## config.mk

```make
export PLATFORM = sky130hd
export DESIGN_NAME = steim1_sample_decoder_unit
export DESIGN_NICKNAME = d
export VERILOG_FILES = /design/src/design/s1d_pkg.sv /design/src/design/s1d_front.sv /design/src/design/s1d_queue.sv /design/src/design/s1d_back.sv /design/src/design/steim1_sample_decoder_unit.sv
export SDC_FILE = /design/constraint.sdc
export NUM_CORES = 1
export LEC_CHECK = 0
export ABC_AREA = 1
export ABC_CLOCK_PERIOD_IN_PS = 7700
export BUFFER_PORTS_ARGS = -buffer_cell sky130_fd_sc_hd__buf_4
export CELL_PAD_IN_SITES_DETAIL_PLACEMENT = 1
export CELL_PAD_IN_SITES_GLOBAL_PLACEMENT = 2
export CORE_MARGIN = 2
export CORE_UTILIZATION = 40
export CTS_CLUSTER_DIAMETER = 200
export CTS_CLUSTER_SIZE = 12
export DETAILED_ROUTE_END_ITERATION = 8
export GPL_ROUTABILITY_DRIVEN = 0
export HOLD_SLACK_MARGIN = 0.06
export PLACE_DENSITY_LB_ADDON = 0.1
export SLEW_MARGIN = 40
export SYNTH_ARGS = -nofsm -noshare
export SYNTH_HDL_FRONTEND = slang
export SYNTH_HIERARCHICAL = 1
export SYNTH_SLANG_ARGS = --single-unit
```

## constraint.sdc

```tcl
create_clock -name i_clk -period 7.7 [get_ports i_clk]
set_input_delay 0.385 -clock i_clk [delete_from_list [all_inputs] [get_ports i_clk]]
set_output_delay 0.385 -clock i_clk [all_outputs]
set_load 0.01 [all_outputs]
```

## src/design/s1d_pkg.sv

```systemverilog
// Shared types and constants of the Steim1 sample decoder.
`timescale 1ns / 1ps

package s1d_pkg;

    localparam int WORD_W          = 32;
    localparam int COUNT_W         = 16;
    localparam int FRAME_WORDS     = 16;
    localparam int POS_W           = $clog2(FRAME_WORDS);
    localparam int QUEUE_DEPTH_DEF = 4;

    localparam logic [POS_W-1:0] POS_CONTROL      = POS_W'(0);
    localparam logic [POS_W-1:0] POS_FIRST_SAMPLE = POS_W'(1);
    localparam logic [POS_W-1:0] POS_REVERSE      = POS_W'(2);
    localparam logic [POS_W-1:0] POS_LAST         = POS_W'(FRAME_WORDS - 1);

    localparam logic MODE_RAW    = 1'b0;
    localparam logic MODE_STEIM1 = 1'b1;

    localparam logic [1:0] CODE_NONE = 2'd0;
    localparam logic [1:0] CODE_D8   = 2'd1;
    localparam logic [1:0] CODE_D16  = 2'd2;
    localparam logic [1:0] CODE_D32  = 2'd3;

    // What the back end has to do with one word.
    typedef enum logic [2:0] {
        OP_NONE,
        OP_RAW,
        OP_FIRST,
        OP_D8,
        OP_D16,
        OP_D32
    } t_op;

    typedef struct packed {
        t_op                op;
        logic [WORD_W-1:0]  word;
        logic               record_begin;
        logic [COUNT_W-1:0] count;
    } t_entry;

endpackage

```

## src/design/s1d_front.sv

```systemverilog
// Front end: tracks frame position and control word, classifies each word.
`timescale 1ns / 1ps

module s1d_front
    import s1d_pkg::*;
(
    input  logic               i_clk,
    input  logic               i_rst_n,
    input  logic               i_mode,
    input  logic               i_accept,
    input  logic [WORD_W-1:0]  i_data_word,
    input  logic               i_record_begin,
    input  logic [COUNT_W-1:0] i_sample_count,
    output t_entry             o_entry
);

    logic [WORD_W-1:0] r_ctrl, n_ctrl;
    logic [POS_W-1:0]  r_pos, n_pos;
    logic              r_first, n_first;

    logic [POS_W-1:0]  pos_cur;
    logic              first_cur;
    logic [4:0]        shamt;
    logic [WORD_W-1:0] shifted;
    logic [1:0]        code;
    t_op               op;

    always_comb begin
        pos_cur   = i_record_begin ? POS_CONTROL : r_pos;
        first_cur = i_record_begin ? 1'b1 : r_first;
        shamt     = 5'd30 - {pos_cur, 1'b0};
        shifted   = r_ctrl >> shamt;
        code      = shifted[1:0];
        n_ctrl    = r_ctrl;
        n_pos     = pos_cur;
        n_first   = first_cur;
        op        = OP_NONE;

        if (i_mode == MODE_RAW) begin
            op = OP_RAW;
        end else begin
            if (pos_cur == POS_CONTROL) begin
                n_ctrl = i_data_word;
            end else if (first_cur && pos_cur == POS_FIRST_SAMPLE) begin
                op = OP_FIRST;
            end else if (first_cur && pos_cur == POS_REVERSE) begin
                op = OP_NONE;
            end else begin
                case (code)
                    CODE_NONE: op = OP_NONE;
                    CODE_D8:   op = OP_D8;
                    CODE_D16:  op = OP_D16;
                    CODE_D32:  op = OP_D32;
                    default:   op = OP_NONE;
                endcase
            end
            if (pos_cur == POS_LAST) begin
                n_pos   = POS_CONTROL;
                n_first = 1'b0;
            end else begin
                n_pos = pos_cur + POS_W'(1);
            end
        end

        o_entry.op           = op;
        o_entry.word         = i_data_word;
        o_entry.record_begin = i_record_begin;
        o_entry.count        = i_sample_count;
    end

    always_ff @(posedge i_clk) begin
        if (!i_rst_n) begin
            r_ctrl  <= '0;
            r_pos   <= '0;
            r_first <= 1'b0;
        end else if (i_accept) begin
            r_ctrl  <= n_ctrl;
            r_pos   <= n_pos;
            r_first <= n_first;
        end
    end

endmodule

```

## src/design/s1d_queue.sv

```systemverilog
// Short first-word-fall-through queue between front and back end.
`timescale 1ns / 1ps

module s1d_queue
    import s1d_pkg::*;
#(
    parameter int DEPTH = QUEUE_DEPTH_DEF
) (
    input  logic   i_clk,
    input  logic   i_rst_n,
    input  logic   i_push,
    input  t_entry i_entry,
    output logic   o_full,
    input  logic   i_pop,
    output logic   o_empty,
    output t_entry o_head
);

    localparam int PTR_W = (DEPTH > 1) ? $clog2(DEPTH) : 1;
    localparam int CNT_W = $clog2(DEPTH + 1);
    localparam logic [PTR_W-1:0] PTR_LAST = PTR_W'(DEPTH - 1);
    localparam logic [CNT_W-1:0] CNT_FULL = CNT_W'(DEPTH);

    t_entry            r_mem [DEPTH];
    logic [PTR_W-1:0]  r_wr, r_rd;
    logic [CNT_W-1:0]  r_cnt;
    logic              do_push, do_pop;

    assign o_full  = (r_cnt == CNT_FULL);
    assign o_empty = (r_cnt == '0);
    assign o_head  = r_mem[r_rd];
    assign do_push = i_push && !o_full;
    assign do_pop  = i_pop && !o_empty;

    always_ff @(posedge i_clk) begin
        if (do_push) begin
            r_mem[r_wr] <= i_entry;
        end
    end

    always_ff @(posedge i_clk) begin
        if (!i_rst_n) begin
            r_wr  <= '0;
            r_rd  <= '0;
            r_cnt <= '0;
        end else begin
            if (do_push) begin
                r_wr <= (r_wr == PTR_LAST) ? '0 : r_wr + PTR_W'(1);
            end
            if (do_pop) begin
                r_rd <= (r_rd == PTR_LAST) ? '0 : r_rd + PTR_W'(1);
            end
            if (do_push && !do_pop) begin
                r_cnt <= r_cnt + CNT_W'(1);
            end else if (do_pop && !do_push) begin
                r_cnt <= r_cnt - CNT_W'(1);
            end
        end
    end

endmodule

```

## src/design/s1d_back.sv

```systemverilog
// Back end: applies one difference per cycle while its output register is free, and registers the samples.
`timescale 1ns / 1ps

module s1d_back
    import s1d_pkg::*;
(
    input  logic                     i_clk,
    input  logic                     i_rst_n,
    input  logic                     i_q_empty,
    input  t_entry                   i_q_head,
    output logic                     o_q_pop,
    input  logic                     i_pop,
    output logic                     o_valid,
    output logic signed [WORD_W-1:0] o_sample,
    output logic                     o_last_of_word,
    output logic                     o_record_end
);

    logic [COUNT_W-1:0] r_left, n_left;
    logic [WORD_W-1:0]  r_running, n_running;
    logic               r_skip, n_skip;
    logic [1:0]         r_sub;
    logic               r_out_valid;
    logic [WORD_W-1:0]  r_out_sample;
    logic               r_out_last, r_out_end;

    logic [COUNT_W-1:0] left_cur, left_dec;
    logic               skip_cur;
    logic [1:0]         last_sub;
    logic [7:0]         byte_sel;
    logic [15:0]        half_sel;
    logic [WORD_W-1:0]  diff, value;
    logic               is_diff, produces, emit, out_free, advance, word_done;

    always_comb begin
        left_cur  = (i_q_head.record_begin && r_sub == 2'd0) ? i_q_head.count : r_left;
        skip_cur  = (i_q_head.record_begin && r_sub == 2'd0) ? 1'b1 : r_skip;
        left_dec  = left_cur - COUNT_W'(1);

        case (r_sub)
            2'd0:    byte_sel = i_q_head.word[31:24];
            2'd1:    byte_sel = i_q_head.word[23:16];
            2'd2:    byte_sel = i_q_head.word[15:8];
            default: byte_sel = i_q_head.word[7:0];
        endcase
        half_sel = r_sub[0] ? i_q_head.word[15:0] : i_q_head.word[31:16];

        diff      = i_q_head.word;
        is_diff   = 1'b0;
        produces  = 1'b0;
        last_sub  = 2'd0;
        value     = i_q_head.word;
        n_running = r_running;
        n_skip    = skip_cur;

        case (i_q_head.op)
            OP_NONE: begin
                produces = 1'b0;
            end
            OP_RAW: begin
                produces = 1'b1;
            end
            OP_FIRST: begin
                produces  = 1'b1;
                n_running = i_q_head.word;
            end
            OP_D8: begin
                is_diff  = 1'b1;
                last_sub = 2'd3;
                diff     = {{24{byte_sel[7]}}, byte_sel};
            end
            OP_D16: begin
                is_diff  = 1'b1;
                last_sub = 2'd1;
                diff     = {{16{half_sel[15]}}, half_sel};
            end
            OP_D32: begin
                is_diff = 1'b1;
            end
            default: begin
                produces = 1'b0;
            end
        endcase

        // The first difference of a record points back into the previous
        // record, so it is dropped without touching the running sample.
        if (is_diff) begin
            if (skip_cur) begin
                n_skip = 1'b0;
            end else begin
                n_running = r_running + diff;
                value     = n_running;
                produces  = 1'b1;
            end
        end

        emit      = produces && (left_cur != '0);
        n_left    = emit ? left_dec : left_cur;
        word_done = (r_sub == last_sub);
        out_free  = !r_out_valid || i_pop;
        advance   = !i_q_empty && (!emit || out_free);
        o_q_pop   = advance && word_done;
    end

    always_ff @(posedge i_clk) begin
        if (!i_rst_n) begin
            r_left      <= '0;
            r_running   <= '0;
            r_skip      <= 1'b0;
            r_sub       <= 2'd0;
            r_out_valid <= 1'b0;
        end else begin
            if (advance) begin
                r_left    <= n_left;
                r_running <= n_running;
                r_skip    <= n_skip;
                r_sub     <= word_done ? 2'd0 : r_sub + 2'd1;
            end
            if (advance && emit) begin
                r_out_valid <= 1'b1;
            end else if (i_pop) begin
                r_out_valid <= 1'b0;
            end
        end
    end

    always_ff @(posedge i_clk) begin
        if (advance && emit) begin
            r_out_sample <= value;
            r_out_last   <= word_done || (left_dec == '0);
            r_out_end    <= (left_dec == '0);
        end
    end

    assign o_valid        = r_out_valid;
    assign o_sample       = r_out_sample;
    assign o_last_of_word = r_out_last;
    assign o_record_end   = r_out_end;

endmodule

```

## src/design/steim1_sample_decoder_unit.sv

```systemverilog
// Top level of the Steim1 / raw 32-bit sample decoder.
// With the queue empty, a sample goes through the queue and the back end's output register.
// A word can be taken every cycle while the queue of QUEUE_DEPTH entries is not full; the
// back end applies one difference per cycle while its output is free, so an 8-bit-difference
// word is worked through as four differences, a 16-bit word as two and any other word as one.
// Reset (synchronous, active low) empties the queue, clears all but the output data; raw mode.
`timescale 1ns / 1ps

module steim1_sample_decoder_unit
    import s1d_pkg::*;
#(
    parameter int QUEUE_DEPTH = QUEUE_DEPTH_DEF
) (
    input  logic                     i_clk,
    input  logic                     i_rst_n,
    // Input word channel, queue style.
    input  logic                     push,
    output logic                     full,
    input  logic [WORD_W-1:0]        i_data_word,
    input  logic                     i_record_begin,
    input  logic [COUNT_W-1:0]       i_sample_count,
    // Result channel, queue style.
    output logic                     empty,
    input  logic                     pop,
    output logic signed [WORD_W-1:0] o_sample,
    output logic                     o_last_of_word,
    output logic                     o_record_end,
    // Configuration write channel for the encoding mode.
    input  logic                     i_cfg_valid,
    output logic                     o_cfg_ready,
    input  logic                     i_cfg_data
);

    // The encoding mode must only be changed while the decoder is idle; the block does not
    // enforce this, and the front end samples it directly for every incoming word.
    logic   r_encoding_mode;
    logic   word_accept;
    logic   q_full, q_empty, q_pop, out_valid;
    t_entry front_entry, q_head;

    assign o_cfg_ready = 1'b1;

    always_ff @(posedge i_clk) begin
        if (!i_rst_n) begin
            r_encoding_mode <= MODE_RAW;
        end else if (i_cfg_valid && o_cfg_ready) begin
            r_encoding_mode <= i_cfg_data;
        end
    end

    // A word transaction completes whenever the queue has room; the front
    // end classifies the word in the same cycle and writes it into the queue.
    assign full        = q_full;
    assign word_accept = push && !q_full;

    s1d_front u_front (
        .i_clk          (i_clk),
        .i_rst_n        (i_rst_n),
        .i_mode         (r_encoding_mode),
        .i_accept       (word_accept),
        .i_data_word    (i_data_word),
        .i_record_begin (i_record_begin),
        .i_sample_count (i_sample_count),
        .o_entry        (front_entry)
    );

    s1d_queue #(
        .DEPTH (QUEUE_DEPTH)
    ) u_queue (
        .i_clk   (i_clk),
        .i_rst_n (i_rst_n),
        .i_push  (word_accept),
        .i_entry (front_entry),
        .o_full  (q_full),
        .i_pop   (q_pop),
        .o_empty (q_empty),
        .o_head  (q_head)
    );

    // The back end owns the sample count, the running sample and the
    // skip flag, and keeps one finished sample in its output register.
    s1d_back u_back (
        .i_clk          (i_clk),
        .i_rst_n        (i_rst_n),
        .i_q_empty      (q_empty),
        .i_q_head       (q_head),
        .o_q_pop        (q_pop),
        .i_pop          (pop && out_valid),
        .o_valid        (out_valid),
        .o_sample       (o_sample),
        .o_last_of_word (o_last_of_word),
        .o_record_end   (o_record_end)
    );

    assign empty = !out_valid;

endmodule
```

# Word level (Yosys, flattened, before mapping)
# Memory sizes are Yosys's and may differ from the RTL's. A register that Yosys moved wholly into a read port is not among the register bits.
# Index checks and enable logic that the tools add are counted.
totals:
  reg_bits: 131
  n_memories: 1
  ramBits: 208
op_classes:
  n_shift: 1
  n_eq_ne: 17
  mux: 39
  n_addsub: 9
  reduce_logical: 33
mem_list:
  columns: ["memory", "depth", "word_bits", "rd", "rd_clocked_by_memory_dff", "wr", "line", "source"]
  rows:
  - ["u_queue.r_mem", 4, 52, 1, 1, 1, "s1d_queue.sv:24", "t_entry r_mem [DEPTH];"]
ops:
  columns: ["operator", "n"]
  rows:
  - ["two-way mux 32 bit", 5]
  - ["case mux 32 bit (2 select lines)", 1]
  - ["two-way mux 16 bit", 3]
  - ["adder 32 bit", 1]
  - ["right shift 32 x 5 -> 2 bit", 1]
  - ["case mux 8 bit (3 select lines)", 1]
  - ["two-way mux 3 bit", 6]
  - ["logical NOT 16 bit", 1]
  - ["nonzero test 16 bit", 1]
  - ["subtractor 16 x 1 -> 16 bit, second input constant", 1]
  - ["logical AND 1 bit", 13]
  - ["two-way mux 1 bit", 13]
  - ["two-way mux 4 bit", 3]
  - ["case mux 3 bit (4 select lines)", 1]
  - ["== test 2 bit, second input constant", 5]
  - ["two-way mux 2 bit", 5]
  - ["== test 3 bit, second input constant", 3]
  - ["adder 2 x 1 -> 2 bit, second input constant", 3]
  - ["== test 3 x 2 -> 1 bit, second input constant", 2]
  - ["logical NOT 1 bit", 6]
  - ["subtractor 5 bit, first input constant", 1]
  - ["adder 4 x 1 -> 4 bit, second input constant", 1]
  - ["== test 2 x 1 -> 1 bit, second input constant", 2]
  - ["== test 4 x 1 -> 1 bit, second input constant", 1]
  - ["15 further kinds", 19]

# Logic depth before layout (Yosys ltp)
# Gate-level depths: netlist of the first run.
logic_depth:
  ltp_word: 14
  mapped_depth: 29
  mapped_depth_nobuf: 26

# Modules after synthesis
# The synthesis of the first run kept the hierarchy.
modules_own_cells:
  columns: ["mod", "seq_area_each_um2", "area_per_inst_um2", "cells_per_inst", "n_inst"]
  rows:
  - ["s1d_queue", 6426.2, 8754.6, 574, 1]
  - ["s1d_back", 2062.0, 7942.6, 1357, 1]
  - ["s1d_front", 740.7, 2316.0, 337, 1]
  - ["steim1_sample_decoder_unit", 20.0, 71.3, 13, 1]

# Worst setup path before layout of the first run
# Ideal clock, no wire load.
synth_path:
  kind: "flip-flop to flip-flop"
  from: "reg u_queue.r_cnt[1]"
  to: "mem u_queue/r_mem[0][0] (netlist name), enable pin"
  stages_incl_launch_ff: 7
  path_buffers: 0
  t_required_ns: 7.238
  arrival_time_ns: 3.363
  setup_slack_ns: 3.875
  cell_sequence: "dfxtp_1 > nor2_1 > nand2_1 > inv_1 > nor2_1 > nand2_1 > nor2_1"
synth_between:
  elab_chain_len: 6
synth_rtl:
  columns: ["element", "line", "source"]
  rows:
  - ["from (decl)", "s1d_queue.sv:26", "logic [CNT_W-1:0] r_cnt;"]
  - ["from (signal assigned)", "s1d_queue.sv:54", "r_cnt <= r_cnt + CNT_W'(1);"]
  - ["from (signal assigned)", "s1d_queue.sv:56", "r_cnt <= r_cnt - CNT_W'(1);"]
  - ["== test 3 bit", "s1d_queue.sv:29", "assign o_full = (r_cnt == CNT_FULL);"]
  - ["net full", "steim1_sample_decoder_unit.sv:18", "output logic full,"]
  - ["logical NOT 1 bit", "steim1_sample_decoder_unit.sv:54", "assign word_accept = push && !q_full;"]
  - ["logical AND 1 bit", "steim1_sample_decoder_unit.sv:54", null]
  - ["net word_accept", "steim1_sample_decoder_unit.sv:37", "logic word_accept;"]
  - ["logical AND 1 bit", "s1d_queue.sv:32", "assign do_push = i_push && !o_full;"]
  - ["two-way mux 1 bit", "s1d_queue.sv:36", "if (do_push) begin"]
  - ["two-way mux 1 bit (implied by the code)", "s1d_queue.sv:37", "r_mem[r_wr] <= i_entry;"]
  - ["to (decl)", "s1d_queue.sv:24", null]
# The timed path passes the listed nets, and every way through them passes these cells.

==> results of run 1 <==
## cell families after synthesis
group,count (synthesis)
xor+xnor,2
simple gates,1025
mux,1
buf+inv,381
other cells,1
flops,341
compound gates,480
fa+ha+maj,50
## per-stage QoR
stage	power [mW]	utilization, %	area [µm²]	hold WS, ns
after floorplan	6.73	-	19100	0.439
after global placement	8.49	41.6	19700	0.450
after detailed placement	8.61	41.6	19700	0.456
after CTS	10.3	44.7	21200	0.0633
after global routing	11.1	44.8	21300	0.0754
final	10.2	44.8	21300	0.0927
## final cells by class
type                    count  area [µm²]  area share, %
clock inverters             4        67.6          0.318
well taps                 615         769           3.62
clock buffers              58         941           4.42
flip-flops and latches    341        9250           43.5
repair buffers            158        1350           6.35
multi-input cells        1559        8000           37.6
inverters                 238         898           4.22
## path summary, 6_finish.rpt
check	from	slack [ns]	endpoint	cells past startpoint
worst max-delay path	register	1.57	u_back/o_sample[25]$_DFFE_PP_	22
worst min-delay path	i_data_word[0]	0.09	u_queue/r_mem[1][17]$_DFFE_PP_	1
worst min register to register	u_front/r_ctrl[15]$_SDFFE_PN0P_	0.46	u_front/r_ctrl[15]$_SDFFE_PN0P_	2
worst max register to register	register	1.57	u_back/o_sample[25]$_DFFE_PP_	22
## flip-flops by register name (all words and copies together), names as in the netlist, named ones only
name	flops
u_back/o_sample	32
u_back/o_last_of_word	1
u_back/r_skip	1
u_front/r_first	1
u_back/o_valid	1
u_back/r_sub	2
u_back/r_left	16
u_back/o_record_end	1
u_queue/r_mem	208
u_back/r_running	32
u_queue/r_cnt	3
u_queue/r_wr	2
u_front/r_ctrl	32
r_encoding_mode	1
u_queue/r_rd	2
u_front/r_pos	4
## power by group
group | switching [mW] | internal [mW] | total (mW)
registers | 0.190 | 2.45 | 2.64
clock network | 0.751 | 0.847 | 1.60
logic | 4.23 | 1.74 | 5.97
total | 5.17 | 5.04 | 10.2
## cell usage in the layout, fill, tap and decap left out, drive strengths merged, types with 12 or more instances in the layout
master	count
nand2	508
nor2	341
o21ai	274
edfxtp	242
inv	239
nand3	142
buf	110
a21oi	108
dfxtp	99
o22ai	76
clkbuf	58
dlygate4sd3	48
ha	48
nand4	12
## what timing repair did
item,CTS,global route
hold endpoints to repair,186,0
hold buffers,48,0
endpoints found under the setup margin,0,0
## metal layers
layer / track usage [%] / vias to the layer above / part of all wire, %
met3: 3.77 / 102 / 4.3
li1: - / 7690 / -
met2: 41.8 / 328 / 47
met1: 32.8 / 7767 / 45
met5: 0 / - / 0
met4: 7.92 / 0 / 2.9
==> impl_metrics.ini, run 1 <==
[global_route]
overflow = 0
grt_max_degree = 68
grt.total_usage_pct = 24.8
grt_pass1_vias = 16354
grt_pass1_wl_um = 95100
antenna_found_initial = 0

[timing]
rsz0062_at_grt = no
timing.fmax_mhz = 163
period_minus_slack_ns = 6.13
drv_slew = 0
setup_slack_ns = 1.57
worst_pin_slew_ns = 0.877
fin_setup_tns_ns = 0
slew_headroom_pct = 41.5
finalCritPeriodShare_pct = 79.6
setup_viol = 0
hold_viol = 0
finalClockSkew_ns = 0.0398

[layout]
drive_above_1_share_pct = 11.2
num_antenna_cells = 0
instances_no_fill = 2973
final_nets = 2437
fill_cells = 5655
syn_to_final_growth_pct = 11.5

[placement]
port_buffers = 90
dp_hpwl_um = 43200
dpl_worst_slack_ns = 1.59
place_inst = 2860

[critical_path]
crit_top_cell = nand2_1
critPathRequiredTime_ns = 8.00
max_stage_delay_ns = 0.83
path_max_fanout = 41
crit_type = register to register
slowest_stage = dfxtp_2
critPathArrivalTime_ns = 6.43
crit_family = simple AND/OR/NAND/NOR gates
startpoint_type = register
cp-end-kind = register
worstPathCellList = inv_4 > buf_4 > nor2_4 > o22ai_2 > inv_1 > nand2_1 > nor2_2 > inv_2 > nand2_1 > nand3_1 > o21ai_0 > inv_1 > ha_1 > nand2_1 > nor2_1 > inv_1 > o21ai_0 > a21oi_1 > nand2_1 > nand2_1 > nand3_1 > o21ai_0
worst-path-buf-inv = 6

[logic_synthesis]
synthMuxAreaShare_pct = 0.0524
ys_seq_elements = 341
synth_compound_area_share_pct = 14.7
yosys-top-cells-area = edfxtp_1, dfxtp_1, nand2_1
synth_top_family_by_area = simple AND/OR/NAND/NOR gates
ys_seq_area_share_pct = 48.5
yosys-top-cells-count = nand2_1, nor2_1, edfxtp_1, inv_1, o21ai_0
post_synth_num_cell_types = 46
synthAdderAreaFrac_pct = 3.36
synth_area_per_cell_um2 = 8.37
synth_most_common_cell = nand2_1
synth_edf_count = 242
synthXorXnorAreaFrac_pct = 0.0918
yosys.area_share.simple_pct = 23.5
synth_top_flop_cell = edfxtp_1
synth_top_area_share_pct = 38.1
syn_nets = 2386
syn_area_um2 = 19100
async_reset_ff_share_pct = 0
synth-warning-count = 6
synth_cells = 2281
synth_top_area_cell = edfxtp_1

[clock_network]
cts_buffers = 34
cts_tree = done
clock_latency_ns = 0.57
clockRootBuffer = clkbuf_16
clock_path_buffers = 3
cts_max_level = 2
cts.sinks = 341
cts_setup_buffers = 0
path_clk_slew_ns = 0.08
cts_resized = 0

[pwr]
p_per_area_nw_per_um2 = 480
ir_worst_vdd_mv = 0.195
power_leakage_nw = 8.74

[floorplan]
die_x_um = 222
io_pins = 92
rows = 80
core_area_um2 = 47400
fp.dieH_um = 222
start_util_pct = 40.2
die_area_um2 = 49500

[status]
status = finished clean

[drt]
routedWlPerCell_um = 20.6
viasPerCell = 5.34
firstDrtPassIters = 5
wirelength_um = 61200
ant_nets = 0
drc = 0
vias = 15887
drtIter0Drc = 884

[hold_path]
min_path_type = input pin to register

[job]
drv_cap = 0
No activity file was read; power rests on OpenSTA's default activity.
==> inputs of run 2 (changes only) <==
- ABC_CLOCK_PERIOD_IN_PS: 7700 -> 5350
- CORE_UTILIZATION: 40 -> 35
- clock period: 7.7 -> 5.35 ns (I/O delays scaled with it)
==> run 2 against run 1 <==
Effect of this change: power rose by 46%; largest power group unchanged; largest cell class unchanged; worst setup slack got worse by 0.87 ns; wire length rose by 3.4%.
==> impl_metrics.ini, run 2 (synthesis results as in run 1) <==
[layout]
multi_input_area_um2 = 8000
final_nets = 2462
num_antenna_cells = 0
drive_above_1_share_pct = 12.1
fill_cells = 6421
final_util_pct = 40.2
syn_to_final_growth_pct = 13.3
seqCellArea_um2 = 9250
largest_reg_flops = 208
layout_commonest_cell = nand2_1
regMostFlops = u_queue/r_mem
layout_common_cells = nand2_1, nor2_1, edfxtp_1, inv_1, o21ai_0

[critical_path]
critPathRequiredTime_ns = 5.81
startpoint_type = register
critPathArrivalTime_ns = 5.10
cp-end-kind = register
path_max_fanout = 29
crit_type = register to register

[timing]
finalClockSkew_ns = 0.0371
rsz0062_at_grt = no
finalCritPeriodShare_pct = 86.9
period_minus_slack_ns = 4.65
drv_slew = 0
setup_viol = 0
timing.fmax_mhz = 215
slew_headroom_pct = 45.2
hold_viol = 0
worst_pin_slew_ns = 0.821
fin_hold_ws_ns = 0.145
fin_setup_tns_ns = 0

[clock_network]
clock_path_buffers = 3
clockRootBuffer = clkbuf_16
cts_resized = 0
cts_buffers = 34
clock_latency_ns = 0.58
cts_tree = done
path_clk_slew_ns = 0.07
ctsHoldBuffers = 51
cts_setup_buffers = 0
cts.sinks = 341
cts_max_level = 2

[drt]
ant_nets = 0
drtIter0Drc = 869
vias = 15845
routedWlPerCell_um = 20.6
wirelength_um = 63300
viasPerCell = 5.15
drc = 0
firstDrtPassIters = 5

[floorplan]
io_pins = 92
core_area_um2 = 53800
die_area_um2 = 56400
fp.dieH_um = 238
rows = 85
die_x_um = 238
start_util_pct = 35.5

[pwr]
power_leakage_nw = 8.88
p_per_area_nw_per_um2 = 691
finalPower_mw = 14.9
ir_worst_vdd_mv = 0.411

[global_route]
grt_pass1_wl_um = 96100
grt_max_degree = 63
grt_pass1_vias = 16145
grt.total_usage_pct = 22.4
overflow = 0
antenna_found_initial = 0

[placement]
dp_hpwl_um = 45700
port_buffers = 90

[job]
drv_cap = 0

[hold_path]
min_path_type = input pin to register

[status]
status = finished clean
## run 2: cell count changes in the layout (fill, tap and decap cells not counted), sizes merged
cell         delta
clkinv          -2
inv             +2
dlygate4sd3     +3
buf            +22
clkbuf          -3
## run 2: metrics by stage
| step | instance area (µm²) | cells | worst slack [ns] |
|---|---|---|---|
| 2_1_floorplan | 19100 | 2281 | 1.52 |
| 6_report | 21600 | 3076 | 0.702 |
| 5_1_grt | 21600 | 3076 | 0.276 |
| 4_1_cts | 21600 | 3073 | 0.710 |
| 3_5_place_dp | 20100 | 2963 | 0.720 |
| 3_3_place_gp | 20000 | 2961 | 0.664 |
## run 2: metal layers
layer	track usage [%]	share of wire [%]	vias to the layer above
li1	-	-	7729
met1	29.9	47	7811
met2	37.9	47	232
met3	2.62	3.1	73
met4	6.90	2.4	0
met5	0	0	-
## run 2: critical path, stage by stage, from the launching register on
cell     delay (ns)
dfxtp_1        0.45
inv_2          0.52
buf_4          0.34
o21ai_0        0.14
o22ai_2        0.10
buf_4          0.21
nand2_2        0.33
nand2_1        0.16
nand2_1        0.17
nor2_2         0.15
nand2_1        0.11
nor2_1         0.10
nand2_1        0.14
nand3_2        0.12
nand2_4        0.07
nor2_1         0.20
nand2_1        0.20
ha_1           0.26
inv_1          0.09
fa_1           0.40
o21ai_0        0.17
nor2_1         0.05
## run 2: final timing paths
kind	from	endpoint	slack, ns	cells past startpoint
hold reg to reg	u_front/r_ctrl[20]$_SDFFE_PN0P_	u_front/r_ctrl[20]$_SDFFE_PN0P_	0.46	2
setup / recovery	register	u_queue/r_cnt[1]$_SDFFE_PN0P_	0.70	21
setup reg to reg	register	u_queue/r_cnt[1]$_SDFFE_PN0P_	0.70	21
hold / removal	pop	u_back/o_valid$_SDFFE_PN0P_	0.15	6
## run 2: power breakdown
| group | total [mW] | internal (mW) | switching, mW |
|---|---|---|---|
| logic | 8.84 | 2.66 | 6.18 |
| clock network | 2.29 | 1.21 | 1.08 |
| registers | 3.81 | 3.53 | 0.285 |
## run 2: final cells by class
type	count	share of cell area (%)
clock buffer	55	4.30
clock inverter	4	0.312
inverter	238	4.17
timing repair buffer	183	7.44
multi-input combinational	1559	37.0
tap	696	4.03
sequential	341	42.8
